--- src/contiguous_segment_allocator_macros.svh ---
// Assertion macros shared by the segment allocator RTL.
// Depends on nothing; included by files that carry concurrent assertions.
`ifndef CONTIGUOUS_SEGMENT_ALLOCATOR_MACROS_SVH
`define CONTIGUOUS_SEGMENT_ALLOCATOR_MACROS_SVH

// Implication checked on every clock edge outside reset.
`define CSA_ASSERT_IMPL(label, ante, cons, msg) \
    label: assert property (@(posedge clk) disable iff (!rst_n) (ante) |-> (cons)) \
        else $error(msg);

// Next-cycle implication checked on every clock edge outside reset.
`define CSA_ASSERT_NEXT(label, ante, cons, msg) \
    label: assert property (@(posedge clk) disable iff (!rst_n) (ante) |=> (cons)) \
        else $error(msg);

// Invariant checked on every clock edge outside reset.
`define CSA_ASSERT_ALWAYS(label, expr, msg) \
    label: assert property (@(posedge clk) disable iff (!rst_n) (expr)) \
        else $error(msg);

`endif

--- src/csa_pkg.sv ---
// Package of the segment allocator: default sizes, codes and shared types.
// Depends on nothing; used by all RTL modules of the block.
package csa_pkg;

    localparam int MAX_SEGMENTS_DEF   = 64;
    localparam int ADDR_WIDTH_DEF     = 16;
    localparam int TAG_WIDTH_DEF      = 8;
    localparam int TOTAL_MEMORY_RESET = 256;

    typedef enum logic [0:0] {
        OP_ALLOC = 1'b0,
        OP_FREE  = 1'b1
    } opcode_t;

    typedef enum logic [1:0] {
        FIT_FIRST = 2'd0,
        FIT_NEXT  = 2'd1,
        FIT_BEST  = 2'd2,
        FIT_WORST = 2'd3
    } fit_t;

    typedef enum logic [2:0] {
        ST_ALLOCATED = 3'd0,
        ST_NO_FIT    = 3'd1,
        ST_FULL      = 3'd2,
        ST_FREED     = 3'd3,
        ST_NOT_FOUND = 3'd4
    } status_t;

    typedef enum logic [0:0] {
        REG_FIT_POLICY   = 1'b0,
        REG_TOTAL_MEMORY = 1'b1
    } reg_index_t;

    typedef enum logic [1:0] {
        S_IDLE,
        S_SCAN,
        S_EDIT
    } state_t;

    // Control of the segment ring: load reinitializes every cell, rotate
    // moves every entry one cell toward the head.
    typedef struct packed {
        logic load;
        logic rotate;
    } ring_ctl_t;

endpackage

--- src/csa_cell.sv ---
// One cell of the segment ring: holds one table entry.
// Depends on csa_pkg for the ring control struct.
module csa_cell #(
    parameter int              WIDTH     = 42,
    parameter logic [WIDTH-1:0] RESET_VAL = '0
) (
    input  logic               clk,
    input  logic               rst_n,
    input  csa_pkg::ring_ctl_t ctl,
    input  logic [WIDTH-1:0]   init_val,
    input  logic [WIDTH-1:0]   nbr_in,
    output logic [WIDTH-1:0]   q
);
    import csa_pkg::*;

    logic [WIDTH-1:0] entry_reg;
    logic [WIDTH-1:0] entry_next;

    always_comb
    begin
        entry_next = entry_reg;
        if (ctl.load)
        begin
            entry_next = init_val;
        end
        else if (ctl.rotate)
        begin
            entry_next = nbr_in;
        end
    end

    always_ff @(posedge clk or negedge rst_n)
    begin
        if (!rst_n)
        begin
            entry_reg <= RESET_VAL;
        end
        else
        begin
            entry_reg <= entry_next;
        end
    end

    assign q = entry_reg;

endmodule

--- src/csa_ring.sv ---
// Ring of segment cells; entries move one cell toward the head per rotation.
// Depends on csa_pkg and csa_cell.
module csa_ring #(
    parameter int               DEPTH      = 64,
    parameter int               WIDTH      = 42,
    parameter logic [WIDTH-1:0] RESET_HEAD = '0
) (
    input  logic               clk,
    input  logic               rst_n,
    input  csa_pkg::ring_ctl_t ctl,
    input  logic [WIDTH-1:0]   init_head,
    input  logic [WIDTH-1:0]   tail_in,
    output logic [WIDTH-1:0]   head_out
);
    import csa_pkg::*;

    logic [WIDTH-1:0] cell_q [DEPTH];

    for (genvar k = 0; k < DEPTH; k++)
    begin : g_cell
        localparam logic [WIDTH-1:0] RVAL = (k == 0) ? RESET_HEAD : '0;
        logic [WIDTH-1:0] nbr;
        logic [WIDTH-1:0] ival;

        if (k == DEPTH - 1)
        begin : g_tail
            assign nbr = tail_in;
        end
        else
        begin : g_mid
            assign nbr = cell_q[k+1];
        end

        assign ival = (k == 0) ? init_head : '0;

        csa_cell #(
            .WIDTH     (WIDTH),
            .RESET_VAL (RVAL)
        ) u_cell (
            .clk      (clk),
            .rst_n    (rst_n),
            .ctl      (ctl),
            .init_val (ival),
            .nbr_in   (nbr),
            .q        (cell_q[k])
        );
    end

    assign head_out = cell_q[0];

endmodule

--- src/csa_ctrl.sv ---
// Sequencer of the segment allocator: scan pass, then rewrite pass, on the ring head.
// Depends on csa_pkg and the assertion macros header.
`include "contiguous_segment_allocator_macros.svh"

module csa_ctrl #(
    parameter int MAX_SEGMENTS = 64,
    parameter int ADDR_WIDTH   = 16,
    parameter int TAG_WIDTH    = 8,
    localparam int EW          = 2 + 2 * ADDR_WIDTH + TAG_WIDTH
) (
    input  logic                   clk,
    input  logic                   rst_n,
    input  logic                   start,
    input  logic                   opcode,
    input  logic [TAG_WIDTH-1:0]   owner_tag,
    input  logic [ADDR_WIDTH-1:0]  request_size,
    input  csa_pkg::fit_t          policy,
    input  logic                   reinit,
    input  logic [EW-1:0]          head,
    output logic [EW-1:0]          tail,
    output logic                   rotate,
    output logic                   busy,
    output logic                   done,
    output csa_pkg::status_t       status,
    output logic [ADDR_WIDTH-1:0]  block_start,
    output logic [ADDR_WIDTH-1:0]  block_size
);
    import csa_pkg::*;

    localparam int A  = ADDR_WIDTH;
    localparam int T  = TAG_WIDTH;
    localparam int IW = (MAX_SEGMENTS > 1) ? $clog2(MAX_SEGMENTS) : 1;
    localparam int CW = $clog2(2 * MAX_SEGMENTS + 1);
    localparam int KW = $clog2(MAX_SEGMENTS + 1);

    function automatic logic [EW-1:0] pack(input logic hole, input logic [A-1:0] st,
                                           input logic [A-1:0] ln, input logic [T-1:0] ow);
        pack = {1'b1, hole, st, ln, ow};
    endfunction

    // Head entry fields.
    logic          h_valid;
    logic          h_hole;
    logic [A-1:0]  h_start;
    logic [A-1:0]  h_len;
    logic [T-1:0]  h_owner;
    logic [IW-1:0] pos;

    assign h_valid = head[EW-1];
    assign h_hole  = head[EW-2];
    assign h_start = head[EW-3 -: A];
    assign h_len   = head[T+A-1 -: A];
    assign h_owner = head[T-1:0];

    state_t         state_reg, state_next;
    logic [CW-1:0]  cnt_reg, cnt_next;
    opcode_t        op_reg;
    logic [T-1:0]   tag_reg;
    logic [A-1:0]   size_reg;
    logic [KW-1:0]  count_reg;
    logic [A-1:0]   nfs_reg;

    assign pos = cnt_reg[IW-1:0];

    // Scan results.
    logic          any_found_reg, after_found_reg, bw_found_reg, from_seen_reg;
    logic [IW-1:0] any_pos_reg, after_pos_reg, bw_pos_reg;
    logic [A-1:0]  any_start_reg, after_start_reg, bw_start_reg;
    logic [A-1:0]  any_len_reg, after_len_reg, bw_len_reg;
    logic          own_found_reg, next_pend_reg, last_seen_reg, last_hole_reg;
    logic          prev_merge_reg, next_merge_reg;
    logic [IW-1:0] own_pos_reg, prev_pos_reg, next_pos_reg, last_pos_reg;
    logic [A-1:0]  own_start_reg, own_len_reg, prev_start_reg, prev_len_reg;
    logic [A-1:0]  next_len_reg, last_start_reg, last_len_reg;

    logic          carry_v_reg, carry_v_next;
    logic [EW-1:0] carry_reg, carry_next;

    logic          done_reg;
    status_t       status_reg;
    logic [A-1:0]  bstart_reg, bsize_reg;

    logic accept;
    logic scan_last;
    logic edit_last;

    assign accept = start && (state_reg == S_IDLE);

    // Pick of the allocation, from the scan results.
    logic          pick_found;
    logic [IW-1:0] pick_pos;
    logic [A-1:0]  pick_start;
    logic [A-1:0]  pick_len;

    always_comb
    begin
        case (policy)
            FIT_FIRST:
            begin
                pick_found = any_found_reg;
                pick_pos   = any_pos_reg;
                pick_start = any_start_reg;
                pick_len   = any_len_reg;
            end
            FIT_NEXT:
            begin
                pick_found = after_found_reg || any_found_reg;
                pick_pos   = after_found_reg ? after_pos_reg   : any_pos_reg;
                pick_start = after_found_reg ? after_start_reg : any_start_reg;
                pick_len   = after_found_reg ? after_len_reg   : any_len_reg;
            end
            default:
            begin
                pick_found = bw_found_reg;
                pick_pos   = bw_pos_reg;
                pick_start = bw_start_reg;
                pick_len   = bw_len_reg;
            end
        endcase
    end

    logic alloc_ok, do_exact, do_split, free_ok, table_full;
    logic [A-1:0] own_merged;

    assign table_full = (count_reg == KW'(MAX_SEGMENTS));
    assign alloc_ok   = (op_reg == OP_ALLOC) && (size_reg != '0) && pick_found;
    assign do_exact   = alloc_ok && (pick_len == size_reg);
    assign do_split   = alloc_ok && (pick_len != size_reg) && !table_full;
    assign free_ok    = (op_reg == OP_FREE) && own_found_reg;
    assign own_merged = own_len_reg + (next_merge_reg ? next_len_reg : '0);

    // Scan-pass predicates on the head entry.
    logic h_fits, h_contains, h_match;

    assign h_fits     = h_valid && h_hole && (h_len >= size_reg);
    assign h_contains = h_valid && (nfs_reg >= h_start) && ((nfs_reg - h_start) < h_len);
    assign h_match    = h_valid && !h_hole && (h_owner == tag_reg);

    // Next state.
    always_comb
    begin
        state_next = state_reg;
        cnt_next   = cnt_reg;
        unique case (state_reg)
            S_IDLE:
            begin
                if (accept)
                begin
                    state_next = S_SCAN;
                    cnt_next   = '0;
                end
            end
            S_SCAN:
            begin
                if (scan_last)
                begin
                    state_next = S_EDIT;
                    cnt_next   = '0;
                end
                else
                begin
                    cnt_next = cnt_reg + CW'(1);
                end
            end
            S_EDIT:
            begin
                if (edit_last)
                begin
                    state_next = S_IDLE;
                    cnt_next   = '0;
                end
                else
                begin
                    cnt_next = cnt_reg + CW'(1);
                end
            end
            default:
            begin
                state_next = S_IDLE;
            end
        endcase
    end

    // Ring data path: what enters the tail cell in each rotation.
    logic in_pass, hit_pick;

    always_comb
    begin
        tail         = head;
        carry_v_next = carry_v_reg;
        carry_next   = carry_reg;
        in_pass      = (cnt_reg < CW'(MAX_SEGMENTS));
        hit_pick     = in_pass && (pos == pick_pos);
        if (state_reg == S_EDIT)
        begin
            if (do_exact && hit_pick)
            begin
                tail = pack(1'b0, pick_start, pick_len, tag_reg);
            end
            else if (do_split && hit_pick)
            begin
                tail         = pack(1'b0, pick_start, size_reg, tag_reg);
                carry_next   = pack(1'b1, pick_start + size_reg, pick_len - size_reg, '0);
                carry_v_next = 1'b1;
            end
            else if (carry_v_reg)
            begin
                tail = carry_reg;
                if (h_valid)
                begin
                    carry_next = head;
                end
                else
                begin
                    carry_v_next = 1'b0;
                end
            end
            else if (free_ok && in_pass)
            begin
                if (prev_merge_reg && (pos == prev_pos_reg))
                begin
                    tail = pack(1'b1, prev_start_reg, prev_len_reg + own_merged, '0);
                end
                else if (pos == own_pos_reg)
                begin
                    tail = prev_merge_reg ? '0 : pack(1'b1, own_start_reg, own_merged, '0);
                end
                else if (next_merge_reg && (pos == next_pos_reg))
                begin
                    tail = '0;
                end
            end
        end
    end

    assign scan_last = (state_reg == S_SCAN) && (cnt_reg == CW'(MAX_SEGMENTS - 1));
    assign edit_last = (state_reg == S_EDIT) &&
                       (((cnt_reg == CW'(MAX_SEGMENTS - 1)) && !carry_v_next) ||
                        (cnt_reg == CW'(2 * MAX_SEGMENTS)));

    // Outputs toward the ring and the port.
    always_comb
    begin
        rotate = (state_reg != S_IDLE);
        busy   = (state_reg != S_IDLE);
    end

    always_ff @(posedge clk or negedge rst_n)
    begin
        if (!rst_n)
        begin
            state_reg   <= S_IDLE;
            cnt_reg     <= '0;
            carry_v_reg <= 1'b0;
            done_reg    <= 1'b0;
            count_reg   <= KW'(1);
            nfs_reg     <= '0;
        end
        else
        begin
            state_reg   <= state_next;
            cnt_reg     <= cnt_next;
            carry_v_reg <= carry_v_next;
            done_reg    <= edit_last;
            if (reinit)
            begin
                count_reg <= KW'(1);
                nfs_reg   <= '0;
            end
            else if (edit_last)
            begin
                if (do_exact || do_split)
                begin
                    nfs_reg <= pick_start;
                end
                if (do_split)
                begin
                    count_reg <= count_reg + KW'(1);
                end
                else if (free_ok)
                begin
                    count_reg <= count_reg - KW'(prev_merge_reg) - KW'(next_merge_reg);
                end
            end
        end
    end

    // Request, scan and result payload.
    always_ff @(posedge clk)
    begin
        carry_reg <= carry_next;
        if (accept)
        begin
            op_reg          <= opcode_t'(opcode);
            tag_reg         <= owner_tag;
            size_reg        <= request_size;
            any_found_reg   <= 1'b0;
            after_found_reg <= 1'b0;
            bw_found_reg    <= 1'b0;
            from_seen_reg   <= 1'b0;
            own_found_reg   <= 1'b0;
            next_pend_reg   <= 1'b0;
            last_seen_reg   <= 1'b0;
            prev_merge_reg  <= 1'b0;
            next_merge_reg  <= 1'b0;
        end
        else if ((state_reg == S_SCAN) && h_valid)
        begin
            if (h_fits && !any_found_reg)
            begin
                any_found_reg <= 1'b1;
                any_pos_reg   <= pos;
                any_start_reg <= h_start;
                any_len_reg   <= h_len;
            end
            if (h_contains)
            begin
                from_seen_reg <= 1'b1;
            end
            if (h_fits && !after_found_reg && (from_seen_reg || h_contains))
            begin
                after_found_reg <= 1'b1;
                after_pos_reg   <= pos;
                after_start_reg <= h_start;
                after_len_reg   <= h_len;
            end
            if (h_fits && (!bw_found_reg ||
                           ((policy == FIT_BEST) && (h_len < bw_len_reg)) ||
                           ((policy == FIT_WORST) && (h_len > bw_len_reg))))
            begin
                bw_found_reg <= 1'b1;
                bw_pos_reg   <= pos;
                bw_start_reg <= h_start;
                bw_len_reg   <= h_len;
            end
            if (h_match && !own_found_reg)
            begin
                own_found_reg  <= 1'b1;
                own_pos_reg    <= pos;
                own_start_reg  <= h_start;
                own_len_reg    <= h_len;
                prev_merge_reg <= last_seen_reg && last_hole_reg;
                prev_pos_reg   <= last_pos_reg;
                prev_start_reg <= last_start_reg;
                prev_len_reg   <= last_len_reg;
                next_pend_reg  <= 1'b1;
            end
            else if (next_pend_reg)
            begin
                next_pend_reg  <= 1'b0;
                next_merge_reg <= h_hole;
                next_pos_reg   <= pos;
                next_len_reg   <= h_len;
            end
            last_seen_reg  <= 1'b1;
            last_hole_reg  <= h_hole;
            last_pos_reg   <= pos;
            last_start_reg <= h_start;
            last_len_reg   <= h_len;
        end

        if (edit_last)
        begin
            bstart_reg <= '0;
            bsize_reg  <= '0;
            if (op_reg == OP_ALLOC)
            begin
                if (!alloc_ok)
                begin
                    status_reg <= ST_NO_FIT;
                end
                else if (do_exact || do_split)
                begin
                    status_reg <= ST_ALLOCATED;
                    bstart_reg <= pick_start;
                    bsize_reg  <= size_reg;
                end
                else
                begin
                    status_reg <= ST_FULL;
                end
            end
            else if (own_found_reg)
            begin
                status_reg <= ST_FREED;
                bstart_reg <= own_start_reg;
                bsize_reg  <= own_len_reg;
            end
            else
            begin
                status_reg <= ST_NOT_FOUND;
            end
        end
    end

    assign done        = done_reg;
    assign status      = status_reg;
    assign block_start = bstart_reg;
    assign block_size  = bsize_reg;

    `CSA_ASSERT_NEXT(a_accept_busy, accept, busy, "accepted word did not start a pass")
    `CSA_ASSERT_IMPL(a_done_after_edit, done_reg, $past(state_reg) == S_EDIT,
                     "result strobe outside the end of a rewrite pass")
    `CSA_ASSERT_ALWAYS(a_count_bound, count_reg <= KW'(MAX_SEGMENTS) && count_reg != '0,
                       "segment count out of range")
    `CSA_ASSERT_IMPL(a_carry_in_edit, carry_v_reg, state_reg == S_EDIT,
                     "split remainder pending outside a rewrite pass")

endmodule

--- src/contiguous_segment_allocator.sv ---
// Top level of the contiguous segment allocator: configuration registers,
// segment ring and sequencer. Depends on csa_pkg, csa_ring and csa_ctrl.
//
//   channel   | handshake           | payload
//   ----------+---------------------+-------------------------------------
//   request   | start / busy        | opcode, owner_tag, request_size
//   result    | done (one cycle)    | status, block_start, block_size
//   config    | cfg_we              | cfg_index, cfg_data
//
// A request word is taken when start is high and busy is low. It costs two
// full rotations of the segment ring: one to scan the table and one to
// rewrite it. A split whose remainder must travel past the logical end of
// the table keeps the ring rotating until the shifted entries reach a free
// slot. The result word shows on done for one cycle as the last rotation
// completes; the receiver cannot stall it. After reset the table holds one
// hole of 256 units. Writing total_memory reloads the table at once.
module contiguous_segment_allocator #(
    parameter int MAX_SEGMENTS = csa_pkg::MAX_SEGMENTS_DEF,
    parameter int ADDR_WIDTH   = csa_pkg::ADDR_WIDTH_DEF,
    parameter int TAG_WIDTH    = csa_pkg::TAG_WIDTH_DEF
) (
    input  logic                  clk,
    input  logic                  rst_n,
    input  logic                  start,
    output logic                  busy,
    input  logic                  opcode,
    input  logic [TAG_WIDTH-1:0]  owner_tag,
    input  logic [ADDR_WIDTH-1:0] request_size,
    output logic                  done,
    output logic [2:0]            status,
    output logic [ADDR_WIDTH-1:0] block_start,
    output logic [ADDR_WIDTH-1:0] block_size,
    input  logic                  cfg_we,
    input  logic [0:0]            cfg_index,
    input  logic [ADDR_WIDTH-1:0] cfg_data
);
    import csa_pkg::*;

    localparam int EW = 2 + 2 * ADDR_WIDTH + TAG_WIDTH;

    // Each entry is packed as valid, hole, start, length, owner. An invalid
    // entry is a free slot of the ring and is skipped by the scan pass.
    localparam logic [EW-1:0] RESET_HEAD = {1'b1, 1'b1, {ADDR_WIDTH{1'b0}},
                                            ADDR_WIDTH'(TOTAL_MEMORY_RESET),
                                            {TAG_WIDTH{1'b0}}};

    fit_t           fit_policy_reg;
    logic           reinit;
    logic [EW-1:0]  init_head;
    logic [EW-1:0]  head;
    logic [EW-1:0]  tail;
    logic           rotate;
    ring_ctl_t      ring_ctl;
    status_t        status_w;

    // A total_memory write reloads the ring with a single hole of the new
    // size; the sequencer drops its count and next-fit position with it.
    assign reinit    = cfg_we && (reg_index_t'(cfg_index) == REG_TOTAL_MEMORY);
    assign init_head = {1'b1, 1'b1, {ADDR_WIDTH{1'b0}}, cfg_data, {TAG_WIDTH{1'b0}}};

    always_ff @(posedge clk or negedge rst_n)
    begin
        if (!rst_n)
        begin
            fit_policy_reg <= FIT_FIRST;
        end
        else if (cfg_we && (reg_index_t'(cfg_index) == REG_FIT_POLICY))
        begin
            fit_policy_reg <= fit_t'(cfg_data[1:0]);
        end
    end

    always_comb
    begin
        ring_ctl.load   = reinit;
        ring_ctl.rotate = rotate;
    end

    csa_ring #(
        .DEPTH      (MAX_SEGMENTS),
        .WIDTH      (EW),
        .RESET_HEAD (RESET_HEAD)
    ) u_ring (
        .clk       (clk),
        .rst_n     (rst_n),
        .ctl       (ring_ctl),
        .init_head (init_head),
        .tail_in   (tail),
        .head_out  (head)
    );

    csa_ctrl #(
        .MAX_SEGMENTS (MAX_SEGMENTS),
        .ADDR_WIDTH   (ADDR_WIDTH),
        .TAG_WIDTH    (TAG_WIDTH)
    ) u_ctrl (
        .clk          (clk),
        .rst_n        (rst_n),
        .start        (start),
        .opcode       (opcode),
        .owner_tag    (owner_tag),
        .request_size (request_size),
        .policy       (fit_policy_reg),
        .reinit       (reinit),
        .head         (head),
        .tail         (tail),
        .rotate       (rotate),
        .busy         (busy),
        .done         (done),
        .status       (status_w),
        .block_start  (block_start),
        .block_size   (block_size)
    );

    assign status = status_w;

endmodule
--- config.mk ---
export PLATFORM = sky130hd
export DESIGN_NAME = contiguous_segment_allocator
export DESIGN_NICKNAME = d
export VERILOG_FILES = /design/src/csa_pkg.sv /design/src/csa_cell.sv /design/src/csa_ring.sv /design/src/csa_ctrl.sv /design/src/contiguous_segment_allocator.sv
export VERILOG_INCLUDE_DIRS = /design/src /design/src/src
export SDC_FILE = /design/constraint.sdc
export NUM_CORES = 2
export LEC_CHECK = 0
export BUFFER_PORTS_ARGS = -buffer_cell sky130_fd_sc_hd__buf_2
export CAP_MARGIN = 15
export CORE_MARGIN = 5
export CORE_UTILIZATION = 55
export DETAILED_ROUTE_END_ITERATION = 6
export PLACE_DENSITY = 0.74
export SETUP_SLACK_MARGIN = 0.4
export SKIP_LAST_GASP = 1
export SYNTH_ARGS = -nofsm -noshare
export SYNTH_HDL_FRONTEND = slang
export SYNTH_HIERARCHICAL = 1
export SYNTH_SLANG_ARGS = --single-unit
--- constraint.sdc ---
create_clock -name clk -period 14.13 [get_ports clk]
set_input_delay 1.413 -clock clk [delete_from_list [all_inputs] [get_ports clk]]
set_output_delay 1.413 -clock clk [all_outputs]
set_load 0.05 [all_outputs]
Yosys cells after proc, flatten, opt, wreduce, memory -nomap -nowiden
Index checks and enable logic that the tools add are counted.

Flip-flop bits (word level): 3087. Input bits: 46. Output and inout bits: 37. Logic and storage cells: 402.

Add/subtract/negate cells: 9. Magnitude comparators: 6. Eq/ne operators: 18. Muxes and demuxes: 181. Bitwise operators: 5. Reductions and logical operators: 74.

Operators with widths (number): $mux W42 (139); $mux W16 (14); $pmux W16 S2 (2); $add A16 B16 Y16 (3); $mux W40 (1); $logic_and A1 B1 Y1 (33); $ge A16 B16 Y1 (2); $lt A16 B16 Y1 (2); $sub A16 B16 Y16 (2); $mux W7 (4); $eq A6 B6 Y1 (4); $mux W8 (3); $pmux W8 S3 (1); $reduce_and A2 Y1 (9); $reduce_and A3 Y1 (6); $eq A16 B16 Y1 (1); $gt A16 B16 Y1 (1); $ne A16 B16 Y1 (1); $reduce_bool A16 Y1 (1); $sub A7 B1 Y7 (2); $pmux W6 S2 (1); $reduce_bool A2 Y1 (6); $mux W3 (3); $add A8 B1 Y8 const B (1); other kinds (20) (51).

Depth between registers and ports, before layout
Depth after elaboration: 15. Gate-level depth with buffers: 22. Gate-level depth less buffers: 22.

Hierarchy
The synthesis kept the hierarchy.

By module, submodules not included: csa_cell at u_ring.g_cell[10].u_cell ... (times used 63, cells each 182, area an instance 1973.1 um^2, seq. area each 1051.0 um^2); csa_ctrl (times used 1, cells each 1967, area an instance 21967.3 um^2, seq. area each 11627.4 um^2); csa_cell at u_ring.g_cell[0].u_cell (times used 1, cells each 182, area an instance 1976.9 um^2, seq. area each 1054.8 um^2); contiguous_segment_allocator (times used 1, cells each 8, area an instance 108.9 um^2, seq. area each 50.0 um^2); csa_ring (times used 1, cells each 1, area an instance 3.8 um^2, seq. area each 0.0 um^2).

Worst setup path after synthesis
Ideal clock, no wire load.

Path type: input -> register. Start: input start. End: register u_ctrl.own_len_reg[0] (enable). Library setup time: 603 ps. Data arrival time: 7005 ps. Data required time: 13527 ps. Slack: 6521 ps. Stages on the path: 3. Path buffers: 0. Cells stage by stage: nand2_1 inv_2 nor3_1.

Word-level cells in the longest chain between the ends: 3.

Ends and longest elaborated chain: start: declaration (RTL line contiguous_segment_allocator.sv:24) `input logic start,`; $logic_and A1 B1 Y1 (RTL line csa_ctrl.sv:87) `assign accept = start && (state_reg == S_IDLE);`; named net u_ctrl.accept (RTL line csa_ctrl.sv:83) `logic accept;`; $not A1 Y1 (no line); $reduce_and A3 Y1 (no line); end signal: assignment (RTL line csa_ctrl.sv:341) `own_len_reg <= h_len;`; end: declaration (RTL line csa_ctrl.sv:73) `logic [A-1:0] own_start_reg, own_len_reg, prev_start_reg, prev_len_reg;`.

The timed path passes the listed nets, and every way through them passes these cells. A chain may end at the register's enable or synchronous reset.

Worst setup path in the final report
Start: register u_ctrl.after_found_reg. End: register u_ctrl.carry_reg[31] (enable).

Word-level cells in the longest chain between the ends: 8. Elaborated cells between the ends (all ways): 20. Those cells by class: 3 x eq/ne; 5 x mux; 1 x bitwise; 11 x reduce/logical.

Ends and longest elaborated chain: start: declaration (RTL line csa_ctrl.sv:66) `logic any_found_reg, after_found_reg, bw_found_reg, from_seen_reg;`; start signal: assignment (RTL line csa_ctrl.sv:298) `after_found_reg <= 1'b0;`; start signal: assignment (RTL line csa_ctrl.sv:322) `after_found_reg <= 1'b1;`; $mux W16 or $logic_or A1 B1 Y1 (tied branches) (RTL line csa_ctrl.sv:110, csa_ctrl.sv:107); $pmux W16 S2 or $pmux W1 S2 (tied branches) (RTL line csa_ctrl.sv:97) `case (policy)`; $ne A16 B16 Y1 or $logic_and A1 B1 Y1 (tied branches) (RTL line csa_ctrl.sv:128, csa_ctrl.sv:126); $logic_and A1 B1 Y1 (2 in series) (RTL line csa_ctrl.sv:128) `assign do_split = alloc_ok && (pick_len != size_reg) && !table_full;`; $logic_and A1 B1 Y1 (RTL line csa_ctrl.sv:200) `else if (do_split && hit_pick)`; $reduce_bool A2 Y1 (no line); $reduce_and A4 Y1 (no line) (*); end signal: assignment (RTL line csa_ctrl.sv:291) `carry_reg <= carry_next;`; end: declaration (RTL line csa_ctrl.sv:77) `logic [EW-1:0] carry_reg, carry_next;`.

Mark *: on every way between the ends. The rest lies on a longest branch, timed or not.

==> impl_results.md <==
* Status: finished, final reports clean
* 1st-iter DRT viols at 8380
* Sink Count at 3086
* Final Hold Viols at 0
* Initial antenna violation count at 3
* Final Instance Area at 166900 sq um
* Final core utilization at 62.24%
* Flops & latches, synth at 3086
* Fill count at 21565
* Max Slew Vio Count at 0
* Post-route DRC at 0
* Met3 Usage GRT at 3.260%
* Inst Count DP at 19088
* CTS Buf Count at 331
* Pwr dens at 214.6 nW/um^2
* Num rows at 190
* Worst setup path startpoint: u_ctrl/after_found_reg$_SDFFE_PP0P_
* Top-Level Pins at 83
* Largest net degree at the start of global routing at 290
* Hold path startpoint: u_ctrl/last_len_reg[9]$_DFFE_PP_
* Max VDD drop at 0.2163 mV
* Post-DRT Antenna Nets at 0
* Final cycle utilization of the critical path at 43.54%
* Die width at 529.4 microns
* First-pass GRT wire length at 492.9 mm
* Post-Synthesis Cell Area at 148400 sq um
* Setup TNS at 0 ns
* Async set-reset flop share out of synthesis at 88.30%
* Reg clk slew, reported paths at 0.06 ns
* EDFF count, synth at 352
* Detailed-placement wirelength estimate at 177.6 mm
* TritonRoute pass-1 iters at 6
* Post-cts resize count at 0
* Port buffer count at 82
* Clock latency at the later pin of the worst-skew pair at 0.91 ns
* Synth warn at 6
* Total track usage at 20.82%
* CP arrival at 6.65 ns
* Crit Path Max Fanout at 38
* Worst hold-check path type: reg -> reg
* Crit-path slowest cell: dfxtp_1
* Max-cap violations at 0
* Final nets at 16058
* Via count at 97145
* CP Launch Type: register
* Synth-to-layout area growth at 12.49%
* Gpl congestion at 0.9238
* Placed cell area at 155900 sq um
* LEAKAGE at 81.52 nW
* Top FF cell, synth: dfrtp_1
* Met2 GRT Util at 32.61%
* GRT Max-Usage Layer: met2
* RSZ-0062 raised after global routing: false
* Measured slew at the worst slew-check pin at 1.254 ns
* Crit path cell chain: and2_2, buf_4, mux2i_1, nor2_1, a21oi_1, inv_1, ha_1, nand4_1, or4_4, nor3_4, nor2_1, nand2_2, buf_4, a21oi_4, buf_4
* H-tree lvl count at 5
* Tmin final at 6.152 ns
* CP required at 14.63 ns
* Kind of critical path: reg -> reg
* Sequential area share after synthesis at 53.21%
* Largest register FFs at 2688
* Yosys cell types at 99
* Met1 Track Usage GR at 30.45%
* CTS tree: yes
* Die area at 280200 sq um
* Number of global-route vias before repair at 94730
* Worst rel slew slack at 15.53%
* Worst Skew at 0.05739 ns
* Final setup viols at 0
* Initial Utilization at 55.33%
* Launch point of the worst reg-to-reg path: u_ctrl/after_found_reg$_SDFFE_PP0P_
* Hold_buf cts at 0
* Synthesized area per cell at 10.89 sq um
* Crit path largest cell delay at 0.83 ns
* Critical Path Most Common Cell: buf_4
* Core footprint at 268200 sq um
* Setup Buffers After CTS at 0
* Overflow after GRT at 0
* Worst Setup End Kind: register
* Pre-CTS setup slack at 8.071 ns
* Fraction of layout cells with a size suffix above 1 at 4.860%
* Max Root-Sink Buffers at 4
* CTS root buffer: clkbuf_16
* Vias per Instance at 4.935
* Final worst slack at 7.978 ns
* Chip height at 529.4 microns
* Final std cells w/o fill at 19686
* Drt wl/cell at 14.80 microns
* FMAX at 162.5 MHz
* Post-Syn Instances at 13624
* Final wirelength at 291.3 mm
cell type report:
class,count,area (sq um),area share (%)
multi-input combinational,12116,70180,42.05
sequential,3086,78950,47.30
tap,3552,4444,2.663
inverter,104,397.9,0.2384
antenna,2,5.005,0.002999
clock inverter,96,1249,0.7482
clock buffer,498,9708,5.817
timing repair buffer,232,1969,1.180
metal layers:
metal	routed length, microns	vias up
li1	-	49359
met1	135400	45523
met2	132500	1803
met3	15790	460
met4	7523	0
met5	0	-
stage by stage:
| step | total power (W) | hold slack (ns) |
|---|---|---|
| 6_report | 0.03581 | 0.4043 |
| 4_1_cts | 0.03615 | 0.4052 |
| 3_3_place_gp | 0.02679 | 0.4002 |
| 5_1_grt | 0.03829 | 0.4118 |
| 2_1_floorplan | 0.02620 | 0.4003 |
| 3_5_place_dp | 0.02730 | 0.4045 |
cells in the mapped netlist (68+ instances only):
| cell | number | share of area, % |
|---|---|---|
| nand2_1 | 2848 | 7.2 |
| clkbuf_1 | 184 | 0.47 |
| nor2_1 | 131 | 0.33 |
| a21oi_1 | 115 | 0.39 |
| buf_2 | 471 | 1.6 |
| buf_6 | 68 | 0.52 |
| o21ai_1 | 2568 | 8.7 |
| inv_1 | 102 | 0.26 |
| mux2i_1 | 2766 | 19 |
| buf_12 | 256 | 3.5 |
| dfrtp_1 | 2721 | 46 |
| edfxtp_1 | 352 | 7.1 |
| o21ai_0 | 267 | 0.90 |
| ha_1 | 135 | 1.1 |
report_power, final:
group	switching [W]	leakage, nW	internal, W
logic	0.00616	39.3	0.00558
clock network	0.00355	5.37	0.00511
registers	0.00251	36.9	0.0129
worst max-delay path, delay by kind of cell (launching register included):
family | cells | cell delay, ns
fa+ha+maj | 1 | 0.35
simple gates | 7 | 2.02
compound gates | 2 | 0.50
flops | 1 | 0.83
mux | 1 | 0.26
buf+inv | 4 | 1.72
cell families after synthesis:
kind of cell,Yosys count,share of synthesized area (%)
adders and majority gates,141,1.219
other,3,0.007589
muxes,2773,18.72
buffers and inverters,1091,6.318
xor gates and xnor gates,88,0.5195
DFF,3086,53.21
and+or+nand+nor,3234,8.636
AOI/OAI and AO/OA,3208,11.37
cells in the final DEF, fill, tap and decap left out, drive strengths merged, types with 51 or more instances in the layout:
cell,instances
clkinv,67
ha,135
nand3,51
clkbuf,498
mux2i,2766
nand2,2850
a21oi,116
o21ai,2836
edfxtp,352
conb,2672
dfrtp,2721
inv,109
nor2,132
buf,232
path summary, 6_finish.rpt:
check | slack [ns] | depth (start not counted) | to
max | 7.98 | 15 | u_ctrl/carry_reg[31]$_DFFE_PP_
min | 0.40 | 0 | u_ctrl/prev_len_reg[9]$_DFFE_PP_
max reg2reg | 7.98 | 15 | u_ctrl/carry_reg[31]$_DFFE_PP_
min reg2reg | 0.40 | 0 | u_ctrl/prev_len_reg[9]$_DFFE_PP_
max in group asynchronous | 10.65 | 4 | u_ring/g_cell[12].u_cell/q[3]$_DFFE_PN0P_
min in group asynchronous | 0.55 | 1 | u_ring/g_cell[52].u_cell/q[21]$_DFFE_PN0P_
Power figures use the tool's default switching activity.
